===== src/rtl/core/wcpt_pkg.sv =====
// wcpt_pkg: shared types and codes for the wall clock plausibility tracker
// status codes, register indexes, beat and configuration structs; no dependencies
`default_nettype none

package wcpt_pkg;

	localparam int WALL_W  = 64;
	localparam int MONO_W  = 32;
	localparam int STAT_W  = 3;
	localparam int CFG_IDX_W = 2;
	localparam int CFG_DATA_W = 64;

	localparam logic [STAT_W-1:0] ST_NOT_INIT    = 3'd0;
	localparam logic [STAT_W-1:0] ST_WAITING     = 3'd1;
	localparam logic [STAT_W-1:0] ST_READY       = 3'd2;
	localparam logic [STAT_W-1:0] ST_IMPLAUSIBLE = 3'd3;
	localparam logic [STAT_W-1:0] ST_REGRESSED   = 3'd4;
	localparam logic [STAT_W-1:0] ST_STALE       = 3'd5;

	localparam logic [CFG_IDX_W-1:0] REG_NODE_PRESENT = 2'd0;
	localparam logic [CFG_IDX_W-1:0] REG_MIN_MS       = 2'd1;
	localparam logic [CFG_IDX_W-1:0] REG_MAX_MS       = 2'd2;
	localparam logic [CFG_IDX_W-1:0] REG_LAG_TOL_MS   = 2'd3;

	localparam logic           RST_NODE_PRESENT = 1'b1;
	localparam logic [WALL_W-1:0] RST_MIN_MS    = 64'd1577836800000;
	localparam logic [WALL_W-1:0] RST_MAX_MS    = 64'd4102444800000;
	localparam logic [MONO_W-1:0] RST_LAG_TOL_MS = 32'd1000;

	localparam logic OP_SYNC = 1'b0;
	localparam logic OP_TICK = 1'b1;

	typedef struct packed {
		logic              op;
		logic              sample_valid;
		logic [WALL_W-1:0] wall_ms;
		logic [MONO_W-1:0] mono_ms;
	} item_t;

	typedef struct packed {
		logic [STAT_W-1:0] status;
		logic [WALL_W-1:0] protocol_ms;
		logic              advanced;
	} result_t;

	typedef struct packed {
		logic              node_present;
		logic [WALL_W-1:0] min_ms;
		logic [WALL_W-1:0] max_ms;
		logic [MONO_W-1:0] lag_tol_ms;
	} cfg_t;

endpackage

`default_nettype wire


===== src/rtl/core/wcpt_if.sv =====
// wcpt_item_if and wcpt_result_if: valid/ready channels of the tracker
// depends on wcpt_pkg for field widths
`default_nettype none

interface wcpt_item_if import wcpt_pkg::*; ();
	logic              valid;
	logic              ready;
	logic              op;
	logic              sample_valid;
	logic [WALL_W-1:0] wall_ms;
	logic [MONO_W-1:0] mono_ms;

	modport source (output valid, output op, output sample_valid, output wall_ms,
		output mono_ms, input ready);
	modport sink (input valid, input op, input sample_valid, input wall_ms,
		input mono_ms, output ready);
endinterface

interface wcpt_result_if import wcpt_pkg::*; ();
	logic              valid;
	logic              ready;
	logic [STAT_W-1:0] status;
	logic [WALL_W-1:0] protocol_ms;
	logic              advanced;

	modport source (output valid, output status, output protocol_ms, output advanced,
		input ready);
	modport sink (input valid, input status, input protocol_ms, input advanced,
		output ready);
endinterface

`default_nettype wire


===== src/rtl/core/wcpt_cfg.sv =====
// wcpt_cfg: configuration registers of the tracker, written through a plain write port
// depends on wcpt_pkg
`default_nettype none

module wcpt_cfg import wcpt_pkg::*; (
	input  wire logic                  clk,
	input  wire logic                  arst_n,
	input  wire logic                  cfg_wr_en,
	input  wire logic [CFG_IDX_W-1:0]  cfg_index,
	input  wire logic [CFG_DATA_W-1:0] cfg_data,
	output cfg_t                       cfg
);

	cfg_t cfg_q;

	always_ff @(posedge clk or negedge arst_n) begin
		if (!arst_n) begin
			cfg_q.node_present <= RST_NODE_PRESENT;
			cfg_q.min_ms       <= RST_MIN_MS;
			cfg_q.max_ms       <= RST_MAX_MS;
			cfg_q.lag_tol_ms   <= RST_LAG_TOL_MS;
		end else if (cfg_wr_en) begin
			case (cfg_index)
				REG_NODE_PRESENT: cfg_q.node_present <= cfg_data[0];
				REG_MIN_MS:       cfg_q.min_ms       <= cfg_data[WALL_W-1:0];
				REG_MAX_MS:       cfg_q.max_ms       <= cfg_data[WALL_W-1:0];
				REG_LAG_TOL_MS:   cfg_q.lag_tol_ms   <= cfg_data[MONO_W-1:0];
				default: begin
				end
			endcase
		end
	end

	assign cfg = cfg_q;

endmodule

`default_nettype wire


===== src/rtl/core/wcpt_core.sv =====
// wcpt_core: tracker state and the combinational evaluation of one staged item
// depends on wcpt_pkg; fed by the input stage of the top level
`default_nettype none

module wcpt_core import wcpt_pkg::*; (
	input  wire logic  clk,
	input  wire logic  arst_n,
	input  wire logic  fire,
	input  wire item_t item,
	input  wire cfg_t  cfg,
	output result_t    res
);

	logic [STAT_W-1:0] state_q, state_d;
	logic              mono_anchored_q, mono_anchored_d;
	logic              wall_anchored_q, wall_anchored_d;
	logic [MONO_W-1:0] last_mono_q, last_mono_d;
	logic [WALL_W-1:0] last_protocol_q, last_protocol_d;
	logic [WALL_W-1:0] last_wall_q, last_wall_d;

	logic              trusted;
	logic              latched;
	logic [MONO_W-1:0] elapsed;
	logic [WALL_W:0]   sum;
	logic [WALL_W-1:0] expected;
	logic [WALL_W-1:0] t;
	logic [WALL_W-1:0] lag;
	logic [WALL_W-1:0] proto;
	logic              out_of_range;
	logic              regress;
	logic              stale;
	logic              proto_high;
	logic              accept;

	assign trusted  = (item.op == OP_SYNC) || item.sample_valid;
	assign latched  = (state_q == ST_IMPLAUSIBLE) || (state_q == ST_REGRESSED) ||
		(state_q == ST_STALE);
	assign elapsed  = item.mono_ms - last_mono_q;
	assign sum      = {1'b0, last_protocol_q} + {{(WALL_W+1-MONO_W){1'b0}}, elapsed};
	assign expected = sum[WALL_W] ? {WALL_W{1'b1}} : sum[WALL_W-1:0];
	assign t        = trusted ? item.wall_ms : expected;
	assign lag      = expected - t;

	assign out_of_range = (t < cfg.min_ms) || (t >= cfg.max_ms);
	assign regress      = trusted && wall_anchored_q && (t < last_wall_q);
	assign stale        = trusted && mono_anchored_q && (t < expected) &&
		(lag > {{(WALL_W-MONO_W){1'b0}}, cfg.lag_tol_ms});
	assign proto        = (mono_anchored_q && (expected > t)) ? expected : t;
	assign proto_high   = proto >= cfg.max_ms;

	always_comb begin
		state_d         = state_q;
		mono_anchored_d = mono_anchored_q;
		wall_anchored_d = wall_anchored_q;
		last_mono_d     = last_mono_q;
		last_protocol_d = last_protocol_q;
		last_wall_d     = last_wall_q;
		accept          = 1'b0;
		if (!cfg.node_present) begin
			state_d = ST_NOT_INIT;
		end else if (trusted || (!latched && mono_anchored_q)) begin
			if (out_of_range) begin
				state_d = ST_IMPLAUSIBLE;
			end else if (regress) begin
				state_d = ST_REGRESSED;
			end else if (stale) begin
				state_d = ST_STALE;
			end else if (proto_high) begin
				state_d = ST_IMPLAUSIBLE;
			end else begin
				accept          = 1'b1;
				state_d         = ST_READY;
				mono_anchored_d = 1'b1;
				last_mono_d     = item.mono_ms;
				last_protocol_d = proto;
				if (trusted) begin
					wall_anchored_d = 1'b1;
					last_wall_d     = t;
				end
			end
		end else if (!latched) begin
			state_d = ST_WAITING;
		end
	end

	always_ff @(posedge clk or negedge arst_n) begin
		if (!arst_n) begin
			state_q         <= ST_WAITING;
			mono_anchored_q <= 1'b0;
			wall_anchored_q <= 1'b0;
			last_mono_q     <= '0;
			last_protocol_q <= '0;
			last_wall_q     <= '0;
		end else if (fire) begin
			state_q         <= state_d;
			mono_anchored_q <= mono_anchored_d;
			wall_anchored_q <= wall_anchored_d;
			last_mono_q     <= last_mono_d;
			last_protocol_q <= last_protocol_d;
			last_wall_q     <= last_wall_d;
		end
	end

	assign res.status      = state_d;
	assign res.protocol_ms = accept ? proto : '0;
	assign res.advanced    = accept;

`ifndef SYNTHESIS
	a_adv_ready: assert property (@(posedge clk) disable iff (!arst_n)
		fire && res.advanced |-> res.status == ST_READY)
		else $error("advanced beat without ready status");
	a_adv_anchors: assert property (@(posedge clk) disable iff (!arst_n)
		fire && res.advanced |=> mono_anchored_q &&
		last_protocol_q == $past(res.protocol_ms))
		else $error("accepted time not stored");
	a_no_node: assert property (@(posedge clk) disable iff (!arst_n)
		fire && !cfg.node_present |=> state_q == ST_NOT_INIT &&
		$stable(last_protocol_q) && $stable(mono_anchored_q))
		else $error("state changed without a node");
	a_wall_monotonic: assert property (@(posedge clk) disable iff (!arst_n)
		fire && res.advanced && trusted && wall_anchored_q |=>
		last_wall_q >= $past(last_wall_q))
		else $error("trusted wall time went backward");
`endif

endmodule

`default_nettype wire


===== src/rtl/core/wall_clock_plausibility_tracker.sv =====
// Wall clock plausibility tracker: keeps a protocol time from trusted wall samples and a
// free-running 32-bit millisecond counter. One item is taken every clock unless the result
// side stalls; the result passes the input stage and output registers, with no bubbles while
// the result side keeps taking beats. The rate is set by the state loop in wcpt_core, which
// checks, extrapolates and stores one item per cycle when fire is set. Configuration writes land
// in the next cycle and are meant to happen only while no item is in flight.
// depends on wcpt_pkg, wcpt_if, wcpt_cfg, wcpt_core
`default_nettype none

module wall_clock_plausibility_tracker import wcpt_pkg::*; (
	input  wire logic                  clk,
	input  wire logic                  arst_n,
	input  wire logic                  cfg_wr_en,
	input  wire logic [CFG_IDX_W-1:0]  cfg_index,
	input  wire logic [CFG_DATA_W-1:0] cfg_data,
	wcpt_item_if.sink                  item,
	wcpt_result_if.source              result
);

	cfg_t    cfg;
	item_t   item_s1;
	logic    valid_s1;
	result_t res;
	result_t res_q;
	logic    res_valid_q;
	logic    advance;
	logic    fire;

	wcpt_cfg u_cfg (
		.clk       (clk),
		.arst_n    (arst_n),
		.cfg_wr_en (cfg_wr_en),
		.cfg_index (cfg_index),
		.cfg_data  (cfg_data),
		.cfg       (cfg)
	);

	// stage moves when the output register is empty or being drained
	assign advance    = !res_valid_q || result.ready;
	assign fire       = valid_s1 && advance;
	assign item.ready = !valid_s1 || advance;

	always_ff @(posedge clk or negedge arst_n) begin
		if (!arst_n) begin
			valid_s1 <= 1'b0;
		end else if (item.ready) begin
			valid_s1 <= item.valid;
		end
	end

	always_ff @(posedge clk) begin
		if (item.ready && item.valid) begin
			item_s1.op           <= item.op;
			item_s1.sample_valid <= item.sample_valid;
			item_s1.wall_ms      <= item.wall_ms;
			item_s1.mono_ms      <= item.mono_ms;
		end
	end

	wcpt_core u_core (
		.clk    (clk),
		.arst_n (arst_n),
		.fire   (fire),
		.item   (item_s1),
		.cfg    (cfg),
		.res    (res)
	);

	always_ff @(posedge clk or negedge arst_n) begin
		if (!arst_n) begin
			res_valid_q <= 1'b0;
		end else if (advance) begin
			res_valid_q <= valid_s1;
		end
	end

	always_ff @(posedge clk) begin
		if (fire) begin
			res_q <= res;
		end
	end

	assign result.valid       = res_valid_q;
	assign result.status      = res_q.status;
	assign result.protocol_ms = res_q.protocol_ms;
	assign result.advanced    = res_q.advanced;

endmodule

`default_nettype wire

===== src/flat_wrapper.sv =====
// flat-port wrapper written by rule: the top's interface ports become plain ports
module wall_clock_plausibility_tracker_flat import wcpt_pkg::*;
  (clk, arst_n, cfg_wr_en, cfg_index, cfg_data, item_valid, item_op, item_sample_valid, item_wall_ms, item_mono_ms, item_ready, result_valid, result_status, result_protocol_ms, result_advanced, result_ready);
  wcpt_item_if item_i ();
  wcpt_result_if result_i ();
  input  wire logic clk;
  input  wire logic arst_n;
  input  wire logic cfg_wr_en;
  input  wire logic [CFG_IDX_W-1:0] cfg_index;
  input  wire logic [CFG_DATA_W-1:0] cfg_data;
  input wire logic [$bits(item_i.valid)-1:0] item_valid;
  input wire logic [$bits(item_i.op)-1:0] item_op;
  input wire logic [$bits(item_i.sample_valid)-1:0] item_sample_valid;
  input wire logic [$bits(item_i.wall_ms)-1:0] item_wall_ms;
  input wire logic [$bits(item_i.mono_ms)-1:0] item_mono_ms;
  output wire logic [$bits(item_i.ready)-1:0] item_ready;
  output wire logic [$bits(result_i.valid)-1:0] result_valid;
  output wire logic [$bits(result_i.status)-1:0] result_status;
  output wire logic [$bits(result_i.protocol_ms)-1:0] result_protocol_ms;
  output wire logic [$bits(result_i.advanced)-1:0] result_advanced;
  input wire logic [$bits(result_i.ready)-1:0] result_ready;
  assign item_i.valid = item_valid;
  assign item_i.op = item_op;
  assign item_i.sample_valid = item_sample_valid;
  assign item_i.wall_ms = item_wall_ms;
  assign item_i.mono_ms = item_mono_ms;
  assign item_ready = item_i.ready;
  assign result_valid = result_i.valid;
  assign result_status = result_i.status;
  assign result_protocol_ms = result_i.protocol_ms;
  assign result_advanced = result_i.advanced;
  assign result_i.ready = result_ready;
  wall_clock_plausibility_tracker u_core (.clk(clk), .arst_n(arst_n), .cfg_wr_en(cfg_wr_en), .cfg_index(cfg_index), .cfg_data(cfg_data), .item(item_i), .result(result_i));
endmodule

===== config.mk =====
export PLATFORM = sky130hd
export DESIGN_NAME = wall_clock_plausibility_tracker_flat
export DESIGN_NICKNAME = d
export VERILOG_FILES = /design/src/rtl/core/wcpt_pkg.sv /design/src/rtl/core/wcpt_if.sv /design/src/rtl/core/wcpt_cfg.sv /design/src/rtl/core/wcpt_core.sv /design/src/rtl/core/wall_clock_plausibility_tracker.sv /design/src/flat_wrapper.sv
export SDC_FILE = /design/constraint.sdc
export NUM_CORES = 1
export LEC_CHECK = 0
export BUFFER_PORTS_ARGS = -buffer_cell sky130_fd_sc_hd__buf_2
export CORE_MARGIN = 5
export CORE_UTILIZATION = 60
export DETAILED_ROUTE_END_ITERATION = 6
export PLACE_DENSITY = 0.81
export SYNTH_ARGS = -nofsm -noshare
export SYNTH_HDL_FRONTEND = slang
export SYNTH_SLANG_ARGS = --single-unit

===== constraint.sdc =====
create_clock -name clk -period 29.2 [get_ports clk]
set_clock_uncertainty 0.15 [all_clocks]
set_input_delay 0 -clock clk [delete_from_list [all_inputs] [get_ports clk]]
set_output_delay 0 -clock clk [all_outputs]
set_load 0.005 [all_outputs]

After elaboration in Yosys (flattened, before gate mapping)
Cells that the tools add are included.

storage, ports and cells
  output and inout bits = 70
  word-level logic and storage cells = 82
  bits of input ports = 169
  register bits after elaboration = 494

operators by class
  multiplexer cells = 16
  add/sub/neg operators = 3
  reductions and logical operators = 26
  equal/unequal tests = 6
  magnitude comparators = 7
  bitwise logic cells = 5

operator list
  operator                                              count
  < comparator 64 bit                                   3
  2-to-1 mux 64 bit                                     3
  >= comparator 64 bit                                  2
  adder 64 x 32 -> 65 bit                               1
  > comparator 64 x 32 -> 1 bit                         1
  > comparator 64 bit                                   1
  subtractor 64 bit                                     1
  subtractor 32 bit                                     1
  2-to-1 mux 3 bit                                      6
  logical AND 1 bit                                     9
  AND reduction 2 bit                                   4
  AND reduction 8 bit                                   1
  logical OR 1 bit                                      7
  2-to-1 mux 1 bit                                      7
  AND reduction 7 bit                                   1
  equality test 3 bit (second input constant)           2
  NOT 1 bit                                             5
  equality test 2 bit (second input constant)           2
  equality test 3 x 2 -> 1 bit (second input constant)  1
  logical NOT 1 bit                                     3
  equality test 2 x 1 -> 1 bit (second input constant)  1
  logical NOT 2 bit                                     1

Longest topological paths before layout
Gate-level depths: netlist of run 1.

  depth in word-level cells = 14
  gate-level depth with buffers = 63
  gate-level depth less buffers = 57

By module
Synthesis of run 1 repeated with hierarchy kept, for this count alone.

second synthesis, totals
  cell total of the unflattened synthesis = 3,710
  area, all modules = 35,836.9 um2

by module, submodules not included
  module                           area an instance (um2)  seq. area each (um2)  cells each  times used
  wcpt_core                        24,093.1                4,130.2               3,193       1
  wcpt_cfg                         6,655.1                 4,086.4               343         1
  wall_clock_plausibility_tracker  5,088.6                 5,034.8               174         1

Worst setup path before layout of run 1
No wires, ideal clock.

  kind = register to register
  start = reg u_core.u_core.last_mono_q[0]
  end = reg u_core.u_core.last_wall_q[14]
  stages on the path, launching flop included = 61
  arrival = 11.326 ns
  setup slack = 17.599 ns
  path buffers = 9
  required time = 28.925 ns
  setup time = 0.125 ns
  path through = dfrtp_1 ha_1 fa_1 nand2b_1 a21oi_1 o21ai_0 a221oi_1 o2111ai_1 a21boi_0 o21ai_0 a311o_1 o2111ai_1 a31oi_1 nor2b_1 o21ai_0 nor2b_1 xnor2_1 ha_1 [25 not listed] nor2_1 a21oi_1 ha_1 a21o_1 a21oi_1 nor2b_1 o21ai_0 nand2b_1 a21oi_1 o221ai_1 o211a_1 nor4_1 o31a_1 o21ai_2 nor4_4 buf_6 buf_12 mux2_4

on the way
  cells in the longest elaborated chain, start to end = 10
  elaborated cells on any way between the ends = 23
  those cells by class = add/sub (3); order compare (7); mux (3); bitwise (4); reduce/logical (6)

ends and longest elaborated chain
  element                            line              source
  from (decl)                        wcpt_core.sv:17   logic [MONO_W-1:0] last_mono_q, last_mono_d;
  from (signal assigned)             wcpt_core.sv:98   last_mono_q <= last_mono_d;
  subtractor 32 bit *                wcpt_core.sv:38   assign elapsed = item.mono_ms - last_mono_q;
  adder 64 x 32 -> 65 bit *          wcpt_core.sv:39   assign sum = {1'b0, last_protocol_q} + {{(WALL_W+1-MONO_W){1'b0}}, elapsed};
  2-to-1 mux 64 bit *                wcpt_core.sv:40   assign expected = sum[WALL_W] ? {WALL_W{1'b1}} : sum[WALL_W-1:0];
  2-to-1 mux 64 bit                  wcpt_core.sv:41   assign t = trusted ? item.wall_ms : expected;
  > comparator 64 bit                wcpt_core.sv:48   assign proto = (mono_anchored_q && (expected > t)) ? expected : t;
  logical AND 1 bit                  wcpt_core.sv:48
  2-to-1 mux 64 bit *                wcpt_core.sv:48
  named net u_core.u_core.proto[49]  wcpt_core.sv:28   logic [WALL_W-1:0] proto;
  >= comparator 64 bit *             wcpt_core.sv:49   assign proto_high = proto >= cfg.max_ms;
  NOT 1 bit (no line) *              n/a
  AND reduction 8 bit (no line) *    n/a
  to (signal assigned)               wcpt_core.sv:100  last_wall_q <= last_wall_d;
  to (decl)                          wcpt_core.sv:19   logic [WALL_W-1:0] last_wall_q, last_wall_d;

Mark *: on every way through the listed nets, which the timed path passes. The rest lies on a longest branch.
A chain may end at the register's enable or synchronous reset.

Worst setup path after layout of run 1
  start = reg u_core.u_core.last_mono_q[0]
  end = reg u_core.u_core.last_protocol_q[26]

on the way
  cells in the longest elaborated chain, start to end = 10
  elaborated cells on any way between the ends = 23
  those cells by class = add/sub (3); order compare (7); mux (3); bitwise (4); reduce/logical (6)

ends and longest elaborated chain
  element                           line             source
  subtractor 32 bit *               wcpt_core.sv:38
  adder 64 x 32 -> 65 bit *         wcpt_core.sv:39
  2-to-1 mux 64 bit *               wcpt_core.sv:40
  2-to-1 mux 64 bit                 wcpt_core.sv:41
  > comparator 64 bit               wcpt_core.sv:48
  logical AND 1 bit                 wcpt_core.sv:48
  2-to-1 mux 64 bit *               wcpt_core.sv:48
  named net u_core.u_core.proto[1]  wcpt_core.sv:28
  >= comparator 64 bit *            wcpt_core.sv:49
  NOT 1 bit (no line) *             n/a
  AND reduction 7 bit (no line) *   n/a
  to (signal assigned)              wcpt_core.sv:99  last_protocol_q <= last_protocol_d;
  to (decl)                         wcpt_core.sv:18  logic [WALL_W-1:0] last_protocol_q, last_protocol_d;

Marked as above.

==> impl_metrics.yaml, run 1 <==
global_routing:
  antenna_found_initial: 1
  grt_util_met1: 0.4166
  grt_pass1_wl_um: 169000
  met3_usage: 0.05659
  grt_pass1_vias: 30280
  track_usage: 0.3359
  grt_busiest_layer: "met2"
  met2_usage: 0.5777
  grt_max_degree: 163
  overflow: 0
worst_setup_path:
  cp-end-kind: "flip-flop"
  max_stage_delay_ns: 0.88
  cp.required_ns: 29.54
  crit_type: "flip-flop to flip-flop"
  arrival_ns: 17.41
  crit_top_cell: "a21oi_1"
  setup.worst_path.start_class: "flip-flop"
  cp_slowest_cell: "nor2_4"
  crit_fanout: 91
timing:
  max_clock_freq_ghz: 0.05859
  slew_viol_final: 0
  setup_viol_count_final: 0
  worst_pin_slew_ns: 1.258
  grt_setup_unrepaired: "false"
  hold_viol: 0
  period_needed_ns: 17.07
  final.setup.tns_ns: 0
  fin_crit_sh: 0.5845
  relSlewSlack: 0.1600
run_status:
  status: "finished, final reports clean"
synth:
  seq_area_frac_synth: 0.3808
  ys_ff_latch: 494
  synth_top_family_by_area: "adder cells"
  synth.distinct_cells: 96
  muxShareOfSynthArea: 0.1127
  synth.cell_area_um2: 34800
  synthCells: 3516
  yosys_warnings: 0
  synth_nets: 4101
  async_flop_share: 0.6640
  synthSimpleGateAreaFrac: 0.1228
  yosys.area_share.xor_xnor: 0.03197
  ys.flop_type: "dfrtp_1"
  synthAdderAreaFrac: 0.1502
  synth.avg_cell_area_um2: 9.896
  synth_compound_area_frac: 0.1455
  synth_edf_count: 166
placed_design:
  place_area_um2: 36570
  hpwl_um: 75060
  post-place-cells: 4434
  gp_congestion: 1.020
  portBuffers: 238
clock_network:
  htree_levels: 2
  post-cts-setup-buffers: 0
  cts_tree: "built"
  clkSlewWorstSetupHoldPaths_ns: 0.06
  cts_num_sinks: 494
  clk_latency_ns: 0.62
  cts_made_buffers: 53
  cts_max_path_buffers: 3
  cts-root-buf: "clkbuf_16"
drt:
  via_count: 29690
  drc: 0
  initialDrtViolationCount: 2675
  wl_um: 108800
  antenna_left: 0
  viasPerCell: 6.168
  routedWlPerCell_um: 22.61
  dr.pass1.iters: 6
die:
  die_height_um: 250.8
  initial_utilization: 0.6042
  row_count: 88
  ios: 239
  dieArea_um2: 62910
  die_w_um: 250.8
  core_um2: 57590
layout:
  areaGrowthSynthToFinish_pct: 18.44
  final_nets: 4583
  finalInstanceArea_um2: 41210
  n_fill_cell: 4048
  final_cells: 4813
  layout_commonest_cell: "ha_1"
  final_cell_mix: "ha_1 (413), inv_1 (364), dfrtp_1 (281)"
  drive_gt1_frac: 0.1764
job:
  drv_cap: 0
hold_path:
  hold_path.class: "input port to flip-flop"
cell usage after synthesis, types with 59 or more instances:
| cell type | instances | area (µm²) |
|---|---|---|
| a21o_1 | 115 | 863.3 |
| a21oi_1 | 258 | 1291 |
| a31oi_1 | 110 | 688.2 |
| and2_1 | 71 | 444.2 |
| clkbuf_1 | 59 | 221.5 |
| dfrtp_1 | 281 | 7032 |
| edfxtp_1 | 166 | 4985 |
| ha_1 | 413 | 5167 |
| inv_1 | 365 | 1370 |
| mux2_2 | 237 | 2669 |
| nand2_1 | 230 | 863.3 |
| nand4_1 | 79 | 494.2 |
| nor2_1 | 235 | 882.1 |
| o21ai_0 | 135 | 675.7 |
| xnor2_1 | 82 | 718.2 |
state kept, by name, indices dropped and copies added, names as in the netlist:
register and cells:
u_core.result.status 3, u_core.valid_s1 1, u_core.u_core.wall_anchored_q 1, u_core.item_s1 98
u_core.result.advanced 1, u_core.u_core.state_q 3, u_core.u_core.last_mono_q 32, u_core.u_core.last_protocol_q 64
u_core.result.valid 1, u_core.u_core.last_wall_q 64, u_core.u_cfg.cfg 161, u_core.result.protocol_ms 64
u_core.u_core.mono_anchored_q 1
metrics by stage:
stage          setup WS (ns)  utilization  hold slack [ns]
2_1_floorplan          17.60            -          -0.4456
3_3_place_gp           13.17       0.6350         -0.07409
3_5_place_dp           12.80       0.6350         -0.07783
4_1_cts                12.75       0.7154        0.0003907
5_1_grt                11.07       0.7154          0.04000
6_report               12.13       0.7156          0.03510
what timing repair did:
item,4_1_cts,5_1_grt
endpoints found under the hold margin,392,0
hold buffers,274,0
gates resized for setup,0,0
final timing paths:
path / start / to / slack [ns] / cells after the start
max: u_core.u_core.last_mono_q[0]$_DFFE_PN0P_ / u_core.u_core.last_protocol_q[26]$_DFFE_PN0P_ / 12.13 / 53
min: cfg_data[50] / u_core.u_cfg.cfg[82]$_DFFE_PN0P_ / 0.04 / 3
max reg2reg: u_core.u_core.last_mono_q[0]$_DFFE_PN0P_ / u_core.u_core.last_protocol_q[26]$_DFFE_PN0P_ / 12.13 / 53
min reg2reg: u_core.u_core.wall_anchored_q$_DFFE_PN0P_ / u_core.u_core.wall_anchored_q$_DFFE_PN0P_ / 0.32 / 1
max in group asynchronous: arst_n / u_core.u_core.last_wall_q[57]$_DFFE_PN0P_ / 27.39 / 4
min in group asynchronous: arst_n / u_core.u_cfg.cfg[160]$_DFFE_PN1P_ / 0.45 / 3
per-layer routing:
metal / vias up / share of wire
met3: 369 / 0.075
met1: 14360 / 0.39
met5: - / 0
met4: 0 / 0.052
li1: 13590 / -
met2: 1376 / 0.49
logic make-up after synthesis:
| group | count (synthesis) |
|---|---|
| buffers and inverters | 471 |
| XOR/XNOR | 127 |
| flip-flops | 494 |
| AO/OA/AOI/OAI | 801 |
| AND/OR/NAND/NOR | 874 |
| multiplexers | 333 |
| adder cells (fa/ha/maj) | 416 |
area by class of cell:
type	count	area, µm²	share of cell area
inverter	366	1375	0.03337
clock buffer	70	1464	0.03552
clock inverter	30	407.9	0.009898
timing repair buffer	532	4124	0.1001
multi-input combinational	2551	19620	0.4761
tap	765	957.2	0.02323
antenna	5	12.51	0.0003036
sequential	494	13250	0.3216
worst max-delay path, delay by kind of cell (launching register included):
| kind | cells | cell delay (ns) |
|---|---|---|
| simple gates | 18 | 4.41 |
| buf+inv | 4 | 2.78 |
| flops | 1 | 0.38 |
| mux | 1 | 0.43 |
| compound gates | 24 | 6.50 |
| xor+xnor | 1 | 0.20 |
| fa+ha+maj | 5 | 1.71 |
Power of run 1 is not shown: default switching activity piles up to over one toggle a cycle in this logic, so the estimate is an artifact.
==> run 2: changes to the inputs <==
--- a/config.mk
+++ b/config.mk
@@ -7,9 +7,9 @@
 export LEC_CHECK = 0
 export BUFFER_PORTS_ARGS = -buffer_cell sky130_fd_sc_hd__buf_2
 export CORE_MARGIN = 5
-export CORE_UTILIZATION = 60
+export CORE_UTILIZATION = 56
 export DETAILED_ROUTE_END_ITERATION = 6
-export PLACE_DENSITY = 0.81
+export PLACE_DENSITY = 0.8
 export SYNTH_ARGS = -nofsm -noshare
 export SYNTH_HDL_FRONTEND = slang
 export SYNTH_SLANG_ARGS = --single-unit
==> constraint.sdc (replaced) <==
create_clock -name clk -period 15.3 [get_ports clk]
set_clock_uncertainty 0.15 [all_clocks]
set_input_delay 0 -clock clk [delete_from_list [all_inputs] [get_ports clk]]
set_output_delay 0 -clock clk [all_outputs]
set_load 0.005 [all_outputs]
==> impl_metrics.yaml, run 2 (synthesized netlist as in run 1, its figures left out) <==
die:
  core_um2: 61600
  ios: 239
  dieArea_um2: 67220
  die_height_um: 259.3
  initial_utilization: 0.5649
  die_w_um: 259.3
  row_count: 91
clock_network:
  cts_num_sinks: 494
  cts_made_buffers: 56
  post-cts-setup-buffers: 0
  cts_tree: "built"
  clkSlewWorstSetupHoldPaths_ns: 0.06
  htree_levels: 2
  clk_latency_ns: 0.62
  cts-root-buf: "clkbuf_16"
  cts_max_path_buffers: 3
timing:
  slew_viol_final: 0
  max_clock_freq_ghz: 0.06997
  period_needed_ns: 14.29
  fin_crit_sh: 0.9340
  layout_setup_ws_ns: 1.009
  final.setup.tns_ns: 0
  relSlewSlack: 0.1127
  hold_viol: 0
  worst_pin_slew_ns: 1.331
  setup_viol_count_final: 0
  grt_setup_unrepaired: "false"
global_routing:
  antenna_found_initial: 3
  track_usage: 0.3166
  grt_pass1_vias: 30380
  grt_pass1_wl_um: 169200
  grt_max_degree: 75
  overflow: 0
layout:
  seq_area_um2: 13250
  n_fill_cell: 4516
  layout_commonest_cell: "ha_1"
  final_cell_mix: "ha_1 (413), inv_1 (364), dfrtp_1 (281)"
  drive_gt1_frac: 0.1847
  final_nets: 4613
  areaGrowthSynthToFinish_pct: 19.75
  largest_register_ffs: 161
  multi_input_area_um2: 19650
job:
  drv_cap: 0
worst_setup_path:
  rr_worst_depth: 58
  rrSetupSlack_ns: 1.01
  cp-end-kind: "flip-flop"
  setup.worst_path.start_class: "flip-flop"
  timing.rr.end: "u_core.u_core.last_wall_q[63]$_DFFE_PN0P_"
  arrival_ns: 14.63
  max_stage_delay_ns: 0.52
  r2r_start: "u_core.item_s1[0]$_DFFE_PP_"
  cp_slowest_cell: "a221oi_1"
  cp.required_ns: 15.64
  crit_fanout: 50
  crit_type: "flip-flop to flip-flop"
drt:
  initialDrtViolationCount: 2685
  dr.pass1.iters: 7
  antenna_left: 0
  top_layer: "met4"
  met3_length_um: 7567
  met2_length_um: 53550
  via_count: 29800
  routedWlPerCell_um: 22.42
  wl_met1_um: 44080
  drc: 0
  viasPerCell: 6.063
  wl_um: 110200
placed_design:
  hpwl_um: 76430
  pre_cts_ws_ns: 0.9601
  gp_congestion: 1.040
  portBuffers: 238
run_status:
  status: "finished, final reports clean"
hold_path:
  min_to: "u_core.u_cfg.cfg[131]$_DFFE_PN1P_"
  hold_path.class: "input port to flip-flop"
  min_from: "cfg_data[35]"
  min_delay_path_depth: 3
[run 2: how the worst max path moves through the flow]
stage,start,endpoint,slack (ns),cells after the start
finish,u_core.item_s1[0]$_DFFE_PP_,u_core.u_core.last_wall_q[63]$_DFFE_PN0P_,1.01,58
global route,u_core.item_s1[0]$_DFFE_PP_,u_core.u_core.last_protocol_q[28]$_DFFE_PN0P_,0.05,58
CTS,u_core.u_core.last_mono_q[0]$_DFFE_PN0P_,u_core.u_core.last_protocol_q[26]$_DFFE_PN0P_,0.92,50
detailed placement,u_core.u_core.last_mono_q[0]$_DFFE_PN0P_,u_core.u_core.last_protocol_q[26]$_DFFE_PN0P_,0.96,56
global placement,u_core.u_core.last_mono_q[0]$_DFFE_PN0P_,u_core.u_core.last_protocol_q[30]$_DFFE_PN0P_,1.34,54
floorplan,u_core.u_core.last_mono_q[0]$_DFFE_PN0P_,u_core.u_core.last_wall_q[14]$_DFFE_PN0P_,3.70,60
[run 2: stage by stage]
stage | instances | util | cell area (µm²) | hold slack [ns]
detailed placement | 4527 | 0.5985 | 36860 | -0.1584
global route | 4914 | 0.6764 | 41670 | 0.02102
finish | 4915 | 0.6765 | 41670 | 0.03224
global placement | 4527 | 0.5985 | 36860 | -0.1654
floorplan | 3516 | - | 34800 | -0.4456
CTS | 4910 | 0.6758 | 41620 | 0.004631
[run 2: final cells by class]
type | count | area share
Clock buffer | 78 | 0.03904
Clock inverter | 28 | 0.008258
Inverter | 366 | 0.03300
Timing Repair Buffer | 556 | 0.1048
Tap cell | 837 | 0.02513
Multi-Input combinational cell | 2554 | 0.4717
Sequential cell | 494 | 0.3180
Antenna cell | 2 | 0.0001201
[run 2: repair_timing]
action,CTS,global route
setup endpoints to repair,0,162
hold endpoints to repair,466,0
hold buffers,277,0
gates resized for setup,0,3
[run 2: metal layers]
| metal | vias to the layer above | GRT usage |
|---|---|---|
| li1 | 13650 | - |
| met1 | 14530 | 0.4032 |
| met2 | 1295 | 0.5502 |
| met3 | 323 | 0.03998 |
| met4 | 0 | 0.1276 |
| met5 | - | 0 |
[run 2: critical path: cells and delay by family, from the launching register on]
kind	cells	cell delay (ns)
simple gates	23	5.14
compound gates	22	4.97
fa+ha+maj	5	1.82
buf+inv	5	0.96
flops	1	0.36
mux	1	0.37
xor+xnor	2	0.32
Power of run 2 is left out for the same reason.
